--- src/design/c2d_pkg.sv ---
// Shared constants, types and codes of the 2D convolution block.
package c2d_pkg;

  localparam int unsigned KDIM        = 5;
  localparam int unsigned MAX_WIDTH   = 64;
  localparam int unsigned LINES       = KDIM - 1;
  localparam int unsigned TAPS        = KDIM * KDIM;
  localparam int unsigned ADDR_W      = $clog2(MAX_WIDTH);

  localparam int unsigned IMG_WIDTH_W  = 7;
  localparam int unsigned IMG_HEIGHT_W = 12;
  localparam int unsigned BIAS_W       = 29;
  localparam int unsigned CFG_DATA_W   = 29;
  localparam int unsigned CFG_IDX_W    = 2;

  localparam int unsigned PIX_W    = 8;
  localparam int unsigned WGT_W    = 16;
  localparam int unsigned WIDX_W   = 5;
  localparam int unsigned PROD_W   = PIX_W + WGT_W + 1;
  localparam int unsigned ROWSUM_W = PROD_W + $clog2(KDIM);
  localparam int unsigned ACC_W    = 33;
  localparam int unsigned VAL_W    = 31;
  localparam int unsigned ROW_W    = 12;
  localparam int unsigned COL_W    = 6;

  // operation codes
  localparam logic OP_WEIGHT = 1'b0;
  localparam logic OP_PIXEL  = 1'b1;

  // configuration register indexes
  localparam logic [CFG_IDX_W-1:0] CFG_WIDTH  = 2'd0;
  localparam logic [CFG_IDX_W-1:0] CFG_HEIGHT = 2'd1;
  localparam logic [CFG_IDX_W-1:0] CFG_BIAS   = 2'd2;

  typedef logic [PIX_W-1:0] pixel_t;
  typedef logic [WGT_W-1:0] weight_t;
  typedef pixel_t  [KDIM-1:0][KDIM-1:0] window_t;
  typedef weight_t [KDIM-1:0][KDIM-1:0] kernel_t;
  typedef logic [LINES*PIX_W-1:0] line_word_t;

  typedef struct packed {
    logic             valid;
    logic [ROW_W-1:0] row;
    logic [COL_W-1:0] col;
    logic             last;
  } pix_meta_t;

endpackage

--- src/design/c2d_if.sv ---
// Stream interfaces for input items and result items.
interface c2d_in_if;
  logic                        valid;
  logic                        ready;
  logic                        operation;
  logic [c2d_pkg::WIDX_W-1:0]  weight_index;
  logic signed [c2d_pkg::WGT_W-1:0] weight_value;
  logic [c2d_pkg::PIX_W-1:0]   pixel;

  modport source (output valid, operation, weight_index, weight_value, pixel,
                  input ready);
  modport sink (input valid, operation, weight_index, weight_value, pixel,
                output ready);
endinterface


--- src/design/c2d_line_buf.sv ---
// Line buffer memory: one word per column holds that column of all buffered lines.
module c2d_line_buf (
  input  logic                        clk_i,
  input  logic                        rd_en_i,
  input  logic [c2d_pkg::ADDR_W-1:0]  rd_addr_i,
  output c2d_pkg::line_word_t         rd_data_o,
  input  logic                        wr_en_i,
  input  logic [c2d_pkg::ADDR_W-1:0]  wr_addr_i,
  input  c2d_pkg::line_word_t         wr_data_i
);

  c2d_pkg::line_word_t mem [c2d_pkg::MAX_WIDTH];
  c2d_pkg::line_word_t rd_data_q;

  always_ff @(posedge clk_i) begin
    if (wr_en_i) begin
      mem[wr_addr_i] <= wr_data_i;
    end
  end

  always_ff @(posedge clk_i) begin
    if (rd_en_i) begin
      rd_data_q <= mem[rd_addr_i];
    end
  end

  assign rd_data_o = rd_data_q;

endmodule

--- src/design/c2d_front.sv ---
// Input stage, pixel counters, line buffers, sliding window and kernel store.
module c2d_front (
  input  logic                             clk_i,
  input  logic                             rst_ni,
  c2d_in_if.sink                           in_i,
  input  logic [c2d_pkg::IMG_WIDTH_W-1:0]  image_width_i,
  input  logic [c2d_pkg::IMG_HEIGHT_W-1:0] image_height_i,
  input  logic                             take_i,
  output c2d_pkg::pix_meta_t               meta_o,
  output c2d_pkg::window_t                 window_o,
  output c2d_pkg::kernel_t                 kernel_o
);

  localparam int unsigned K = c2d_pkg::KDIM;
  localparam int unsigned L = c2d_pkg::LINES;
  localparam int unsigned AW = c2d_pkg::ADDR_W;
  localparam int unsigned RW = c2d_pkg::ROW_W;
  localparam int unsigned PW = c2d_pkg::PIX_W;

  // effective frame size
  logic [c2d_pkg::IMG_WIDTH_W-1:0]  w_eff;
  logic [c2d_pkg::IMG_HEIGHT_W-1:0] h_eff;

  always_comb begin
    if (image_width_i < c2d_pkg::IMG_WIDTH_W'(K)) begin
      w_eff = c2d_pkg::IMG_WIDTH_W'(K);
    end else if (image_width_i > c2d_pkg::IMG_WIDTH_W'(c2d_pkg::MAX_WIDTH)) begin
      w_eff = c2d_pkg::IMG_WIDTH_W'(c2d_pkg::MAX_WIDTH);
    end else begin
      w_eff = image_width_i;
    end
    if (image_height_i < c2d_pkg::IMG_HEIGHT_W'(K)) begin
      h_eff = c2d_pkg::IMG_HEIGHT_W'(K);
    end else begin
      h_eff = image_height_i;
    end
  end

  // counters
  logic [AW-1:0] col_q, col_d;
  logic [RW-1:0] row_q, row_d;
  logic [AW:0]   col_inc;
  logic [RW:0]   row_inc;
  logic          ends_row, ends_frame, produce;

  assign col_inc    = {1'b0, col_q} + (AW+1)'(1);
  assign row_inc    = {1'b0, row_q} + (RW+1)'(1);
  assign ends_row   = col_inc >= (AW+1)'(w_eff);
  assign ends_frame = ends_row && (row_inc >= (RW+1)'(h_eff));
  assign produce    = (row_q >= RW'(L)) && (col_q >= AW'(L));

  always_comb begin
    col_d = col_q;
    row_d = row_q;
    if (ends_row) begin
      col_d = '0;
      row_d = ends_frame ? '0 : row_inc[RW-1:0];
    end else begin
      col_d = col_inc[AW-1:0];
    end
  end

  // handshake
  logic s1_valid_q, meta_valid_q, en1, en2, accept, s1_go, is_pix;

  assign en2        = !meta_valid_q || take_i;
  assign en1        = !s1_valid_q || en2;
  assign in_i.ready = en1;
  assign accept     = in_i.valid && en1;
  assign is_pix     = in_i.operation == c2d_pkg::OP_PIXEL;
  assign s1_go      = s1_valid_q && en2;

  // stage 1 registers
  logic                        op1_q;
  logic [c2d_pkg::WIDX_W-1:0]  widx1_q;
  c2d_pkg::weight_t            wval1_q;
  c2d_pkg::pixel_t             pix1_q;
  logic [AW-1:0]               col1_q;
  logic                        produce1_q;
  logic                        last1_q;
  logic [RW-1:0]               orow1_q;
  logic [c2d_pkg::COL_W-1:0]   ocol1_q;

  always_ff @(posedge clk_i or negedge rst_ni) begin
    if (!rst_ni) begin
      s1_valid_q <= 1'b0;
      col_q      <= '0;
      row_q      <= '0;
    end else begin
      if (en1) begin
        s1_valid_q <= accept;
      end
      if (accept && is_pix) begin
        col_q <= col_d;
        row_q <= row_d;
      end
    end
  end

  always_ff @(posedge clk_i) begin
    if (accept) begin
      op1_q      <= in_i.operation;
      widx1_q    <= in_i.weight_index;
      wval1_q    <= in_i.weight_value;
      pix1_q     <= in_i.pixel;
      col1_q     <= col_q;
      produce1_q <= produce;
      last1_q    <= ends_frame;
      orow1_q    <= row_q - RW'(L);
      ocol1_q    <= c2d_pkg::COL_W'(col_q - AW'(L));
    end
  end

  // line buffers: the column moves up one line, the pixel enters at the bottom
  c2d_pkg::line_word_t rd_word, wr_word;
  logic                pix_go;

  assign pix_go = s1_go && (op1_q == c2d_pkg::OP_PIXEL);

  always_comb begin
    wr_word = rd_word;
    for (int i = 0; i < int'(L) - 1; i++) begin
      wr_word[i*PW +: PW] = rd_word[(i+1)*PW +: PW];
    end
    wr_word[(L-1)*PW +: PW] = pix1_q;
  end

  c2d_line_buf u_line_buf (
    .clk_i     (clk_i),
    .rd_en_i   (accept && is_pix),
    .rd_addr_i (col_q),
    .rd_data_o (rd_word),
    .wr_en_i   (pix_go),
    .wr_addr_i (col1_q),
    .wr_data_i (wr_word)
  );

  // sliding window
  c2d_pkg::window_t window_q;

  always_ff @(posedge clk_i or negedge rst_ni) begin
    if (!rst_ni) begin
      window_q <= '0;
    end else if (pix_go) begin
      for (int ky = 0; ky < int'(K); ky++) begin
        for (int kx = 0; kx < int'(K) - 1; kx++) begin
          window_q[ky][kx] <= window_q[ky][kx+1];
        end
      end
      for (int i = 0; i < int'(L); i++) begin
        window_q[i][K-1] <= rd_word[i*PW +: PW];
      end
      window_q[K-1][K-1] <= pix1_q;
    end
  end

  // kernel store; indexes past the last tap are dropped
  c2d_pkg::kernel_t kernel_q;

  always_ff @(posedge clk_i) begin
    if (s1_go && (op1_q == c2d_pkg::OP_WEIGHT)) begin
      for (int ky = 0; ky < int'(K); ky++) begin
        for (int kx = 0; kx < int'(K); kx++) begin
          if (widx1_q == c2d_pkg::WIDX_W'(ky*int'(K) + kx)) begin
            kernel_q[ky][kx] <= wval1_q;
          end
        end
      end
    end
  end

  // stage 2: pixel whose window is complete
  logic [RW-1:0]             meta_row_q;
  logic [c2d_pkg::COL_W-1:0] meta_col_q;
  logic                      meta_last_q;

  always_ff @(posedge clk_i or negedge rst_ni) begin
    if (!rst_ni) begin
      meta_valid_q <= 1'b0;
    end else if (en2) begin
      meta_valid_q <= pix_go && produce1_q;
    end
  end

  always_ff @(posedge clk_i) begin
    if (en2) begin
      meta_row_q  <= orow1_q;
      meta_col_q  <= ocol1_q;
      meta_last_q <= last1_q;
    end
  end

  assign meta_o   = {meta_valid_q, meta_row_q, meta_col_q, meta_last_q};
  assign window_o = window_q;
  assign kernel_o = kernel_q;

endmodule

--- src/flat_wrapper.sv ---
// flat-port wrapper written by rule: the top's interface ports become plain ports
module c2d_front_flat 
  (clk_i, rst_ni, image_width_i, image_height_i, take_i, meta_o, window_o, kernel_o, in_i_valid, in_i_operation, in_i_weight_index, in_i_weight_value, in_i_pixel, in_i_ready);
  c2d_in_if in_i_i ();
  input  logic clk_i;
  input  logic rst_ni;
  input  logic [c2d_pkg::IMG_WIDTH_W-1:0] image_width_i;
  input  logic [c2d_pkg::IMG_HEIGHT_W-1:0] image_height_i;
  input  logic take_i;
  output c2d_pkg::pix_meta_t meta_o;
  output c2d_pkg::window_t window_o;
  output c2d_pkg::kernel_t kernel_o;
  input wire logic [$bits(in_i_i.valid)-1:0] in_i_valid;
  input wire logic [$bits(in_i_i.operation)-1:0] in_i_operation;
  input wire logic [$bits(in_i_i.weight_index)-1:0] in_i_weight_index;
  input wire logic [$bits(in_i_i.weight_value)-1:0] in_i_weight_value;
  input wire logic [$bits(in_i_i.pixel)-1:0] in_i_pixel;
  output wire logic [$bits(in_i_i.ready)-1:0] in_i_ready;
  assign in_i_i.valid = in_i_valid;
  assign in_i_i.operation = in_i_operation;
  assign in_i_i.weight_index = in_i_weight_index;
  assign in_i_i.weight_value = in_i_weight_value;
  assign in_i_i.pixel = in_i_pixel;
  assign in_i_ready = in_i_i.ready;
  c2d_front u_core (.clk_i(clk_i), .rst_ni(rst_ni), .in_i(in_i_i), .image_width_i(image_width_i), .image_height_i(image_height_i), .take_i(take_i), .meta_o(meta_o), .window_o(window_o), .kernel_o(kernel_o));
endmodule
--- config.mk ---
export PLATFORM = sky130hd
export DESIGN_NAME = c2d_front_flat
export DESIGN_NICKNAME = d
export VERILOG_FILES = /design/src/design/c2d_pkg.sv /design/src/design/c2d_if.sv /design/src/design/c2d_line_buf.sv /design/src/design/c2d_front.sv /design/src/flat_wrapper.sv
export SDC_FILE = /design/constraint.sdc
export NUM_CORES = 2
export LEC_CHECK = 0
export ABC_AREA = 1
export CORE_MARGIN = 2
export CORE_UTILIZATION = 50
export CTS_CLUSTER_SIZE = 24
export DETAILED_ROUTE_END_ITERATION = 8
export DONT_BUFFER_PORTS = 1
export PLACE_DENSITY_LB_ADDON = 0.3
export SLEW_MARGIN = 15
export SYNTH_ARGS = -nofsm -noshare
export SYNTH_HDL_FRONTEND = slang
export SYNTH_SLANG_ARGS = --single-unit
--- constraint.sdc ---
create_clock -name clk_i -period 3.5 [get_ports clk_i]
set_input_delay 0.35 -clock clk_i [delete_from_list [all_inputs] [get_ports clk_i]]
set_output_delay 0.35 -clock clk_i [all_outputs]
set_load 0.005 [all_outputs]
==> impl_table.tex <==
\begin{tabular}{lr}
\hline
Metric & Value \\
\hline
\multicolumn{2}{l}{\textbf{Run status}} \\
Run status & finished with violations \\
Violated checks & hold timing \\
\multicolumn{2}{l}{\textbf{Timing}} \\
Minimum hold slack & -865.2 ps \\
Maximum frequency from static timing analysis & roughly 0.32 GHz \\
Remaining max-slew budget at the tightest pin & 5.867\% \\
Final period utilization & roughly 90\% \\
Fin. max-slew vios & 0 \\
Skew final & 49.10 ps \\
Setup repair after global routing missed its margin & no \\
Final setup violation count & 0 \\
Setup slack of the critical path after layout & between 300 and 400 ps \\
Hold violation count in the final report & 220 \\
Actual slew at the worst max-slew pin & between 1000 and 1500 ps \\
Clock period minus final worst setup slack & 3133 ps \\
\multicolumn{2}{l}{\textbf{Drt}} \\
Detail-routed via count per cell & a little under 6 \\
Average detailed-routed wire length per instance & between 20 and 30 um \\
Router iterations before antenna repair & 6 \\
Routed Wire Length & approximately 310 mm \\
DRC marker count from the first detailed-route iteration & 10026 \\
Number of nets still failing antenna checks after routing & 0 \\
DRC violations left & 0 \\
Overall via count from detail\_route & between 60000 and 70000 \\
\multicolumn{2}{l}{\textbf{Synthesis}} \\
Mapped cell area & approximately 0.11 mm\^{}2 \\
Most used standard cell by instance count after synthesis & sky130\_fd\_sc\_hd\_\_nand2\_1 \\
Net Count, Synth & around 9000 \\
Largest cells by area after synthesis & sky130\_fd\_sc\_hd\_\_edfxtp\_1 72\%, sky130\_fd\_sc\_hd\_\_nand2\_1 12\%, sky130\_fd\_sc\_hd\_\_nand3\_1 5.5\% \\
Number of flops mapped to enable cells by yosys & between 2000 and 3000 \\
Synth Instances & approximately 8700 \\
Async set-reset flop share out of synthesis & under 10\% \\
Number of warnings issued by yosys & 0 \\
Sequential area share after synthesis & 76.77\% \\
Top cells by instance count after synthesis & 3530 x sky130\_fd\_sc\_hd\_\_nand2\_1, 2553 x sky130\_fd\_sc\_hd\_\_edfxtp\_1, 1174 x sky130\_fd\_sc\_hd\_\_nand3\_1, 273 x sky130\_fd\_sc\_hd\_\_buf\_2, 260 x sky130\_fd\_sc\_hd\_\_a21oi\_1 \\
Distinct cells, synth & 29 \\
Share of the synthesized area in the top cell type & between 70 and 80\% \\
Yosys reg bits & 2773 \\
Cell type with the highest aggregate area in the netlist & sky130\_fd\_sc\_hd\_\_edfxtp\_1 \\
Post-Synthesis Mean Instance Area & $\sim$12 um\^{}2 \\
Most frequently used flop master after synthesis & sky130\_fd\_sc\_hd\_\_edfxtp\_1 \\
\multicolumn{2}{l}{\textbf{CTS}} \\
Clock transition at the register clock pins on the worst setup and hold paths after CTS & roughly 60 ps \\
Resize count post-CTS & 0 \\
Clk Tree Root Cell & sky130\_fd\_sc\_hd\_\_clkbuf\_16 \\
Total setup buffers inserted after CTS & 0 \\
Number of buffers on the longest clock path & 4 \\
Clock latency on the worst-skew pair & about 950 ps \\
CTS tree & done \\
Sinks on the clock net & $\sim$2800 \\
Total number of H-tree levels & 5 \\
CTS Hold Buffers Added & 39 \\
Number of buffers created by CTS & $\sim$290 \\
\multicolumn{2}{l}{\textbf{Worst setup path}} \\
Max Fanout on Critical Path & roughly 180 \\
Flop2flop setup slack & between 300 and 400 ps \\
Type of element capturing the critical path & flip-flop \\
Worst reg2reg startpoint & u\_core.col\_q[0] \\
Class of the most critical setup path & reg2reg \\
Arrival time reported for the critical path endpoint & $\sim$3800 ps \\
Worst setup path startpoint & u\_core.col\_q[0] \\
Worst Path Required & approximately 4200 ps \\
Startpoint types & flip-flop \\
\multicolumn{2}{l}{\textbf{Floorplan}} \\
Die ar. & 0.2178 mm\^{}2 \\
I/O pin cnt & around 670 \\
Placeable core area & between 0.2 and 0.25 mm\^{}2 \\
Row Count & around 170 \\
Die span in y & approximately 470 um \\
Effective utilization at floorplan & about 50\% \\
Width of the die & 466.7 um \\
\multicolumn{2}{l}{\textbf{Layout}} \\
Synthesis-to-finish area growth & 13.55\% \\
Core Util, Final & 57.19\% \\
Area used by multi-input combinational logic & 0.02276 mm\^{}2 \\
Share of post-route cells with drive strength above 1 & 8.542\% \\
FF+latch area & roughly 0.082 mm\^{}2 \\
Fill cell count & 16582 \\
Summed area of non-filler cells in the final layout & 0.1215 mm\^{}2 \\
Number of nets in the finished design & between 8000 and 9000 \\
\multicolumn{2}{l}{\textbf{Place}} \\
DP Area & $\sim$0.11 mm\^{}2 \\
Final RePlAce weighted congestion & between 0.8 and 0.9 \\
Port Buf Inserts & 0 \\
Total half-perimeter wirelength after legalization and detailed placement & between 150 and 200 mm \\
Worst setup slack after placement & approximately 530 ps \\
\multicolumn{2}{l}{\textbf{Power and ir drop}} \\
Power density cells & 799.9 mW/mm\^{}2 \\
Static leakage & between 40 and 50 nW \\
Total design power & 97.22 mW \\
Worst IR drop on VDD & 0.6305 mV \\
\multicolumn{2}{l}{\textbf{GRT}} \\
Total global routing overflow & 0 \\
Via count of the first global-routing pass & $\sim$65000 \\
Wire length of the first global-routing pass & between 400 and 500 mm \\
Largest net degree at the start of global routing & between 200 and 250 \\
Total global routing track utilization & a little over a quarter \\
Initial antenna violation count & 10 \\
\multicolumn{2}{l}{\textbf{Worst hold path}} \\
Min-Delay Path Class & in2async \\
\multicolumn{2}{l}{\textbf{Run}} \\
Count of max-cap constraint violations & 0 \\
\hline
\end{tabular}
-- worst max-delay path, stage by stage, from the launching register on --
cell and delay, ps:
sky130_fd_sc_hd__dfrtp_4 590, sky130_fd_sc_hd__buf_12 230, sky130_fd_sc_hd__buf_4 560, sky130_fd_sc_hd__nand2_1 90
sky130_fd_sc_hd__nand3_1 70, sky130_fd_sc_hd__nand3_1 160, sky130_fd_sc_hd__nand3_1 90, sky130_fd_sc_hd__nand3_1 120
sky130_fd_sc_hd__nand2_1 220, sky130_fd_sc_hd__nand2_1 140, sky130_fd_sc_hd__nand2_1 70
-- cells in the final DEF (no fill, tap or decap), drive strengths merged, types with 3 or more instances in the layout --
master	netlist	routed
xor2	17	17
edfxtp	2553	2553
clkinv	0	91
a21oi	260	260
dfrtp	220	220
nor3	10	10
buf	335	308
nand2	3531	3531
ha	29	29
nand3	1174	1174
bufinv	0	15
nor4	3	3
inv	123	125
nor2	158	158
diode	0	3
o21ai	91	91
dlygate4sd3	0	39
clkinvlp	0	9
nand4	12	12
clkbuf	139	371
-- per-layer routing --
layer | vias up | share of wire, % | global-route usage, %
li1 | 30272 | - | -
met1 | 33747 | 38 | 37.50
met2 | 4248 | 47 | 43.71
met3 | 565 | 11 | 5.800
met4 | 6 | 3.6 | 10.08
met5 | - | 0.013 | 0
-- cells by family (layout without fill, tap and decap cells) --
| family | Yosys count | count (layout) | share of synthesized area (%) |
|---|---|---|---|
| adder cells (fa/ha/maj) | 29 | 29 | 0.3390 |
| AO/OA/AOI/OAI | 356 | 356 | 1.675 |
| AND/OR/NAND/NOR | 4892 | 4892 | 18.60 |
| flip-flops | 2773 | 2773 | 76.77 |
| XOR/XNOR | 18 | 18 | 0.1473 |
| buffers and inverters | 597 | 958 | 2.471 |
| other | 0 | 3 | 0 |
-- flip-flops by register name, indices dropped and copies added (netlist names), 4 cells and up --
register,cells
u_core.wval1_q,16
u_core.row_q,12
u_core.u_line_buf.rd_data_o,32
u_core.widx1_q,5
u_core.col1_q,4
u_core.meta_col_q,6
u_core.u_line_buf.mem,2048
u_core.meta_row_q,12
u_core.ocol1_q,6
u_core.kernel_o,400
u_core.window_o,200
u_core.orow1_q,12
u_core.col_q,6
u_core.pix1_q,8
-- final cells by class --
cell class / count / share of cell area [%]
Clock inverter: 117 / 0.7752
Timing Repair Buffer: 347 / 3.125
Tap cell: 2821 / 2.904
Multi-Input combinational cell: 5295 / 18.73
Sequential cell: 2773 / 67.62
Antenna cell: 3 / 0.006177
Clock buffer: 371 / 6.421
Inverter: 123 / 0.4180
-- stage by stage --
step                      TNS, ps  cells
after global placement          0  11314
after detailed placement        0  11318
after CTS                       0  11845
final                           0  11850
after global routing            0  11849
after floorplan           -144070   8665
-- where the power goes --
| part | switching, mW | internal, mW | leakage [nW] | total, mW |
|---|---|---|---|---|
| Sequential | 2.34 | 40.4 | 25.9 | 42.7 |
| Combinational | 19.0 | 6.57 | 15.1 | 25.6 |
| Clock | 12.2 | 16.8 | 4.26 | 28.9 |
-- worst paths after layout --
kind,depth (start not counted),endpoint
max in group asynchronous,0,u_core.col_q[3]
setup / recovery,10,u_core.u_line_buf.rd_data_o[13]
setup reg to reg,10,u_core.u_line_buf.rd_data_o[13]
min in group clk_i,1,u_core.wval1_q[15]
hold / removal,0,u_core.window_o[159]
hold reg to reg,0,u_core.meta_row_q[7]
No activity file was read; power rests on OpenSTA's default activity.
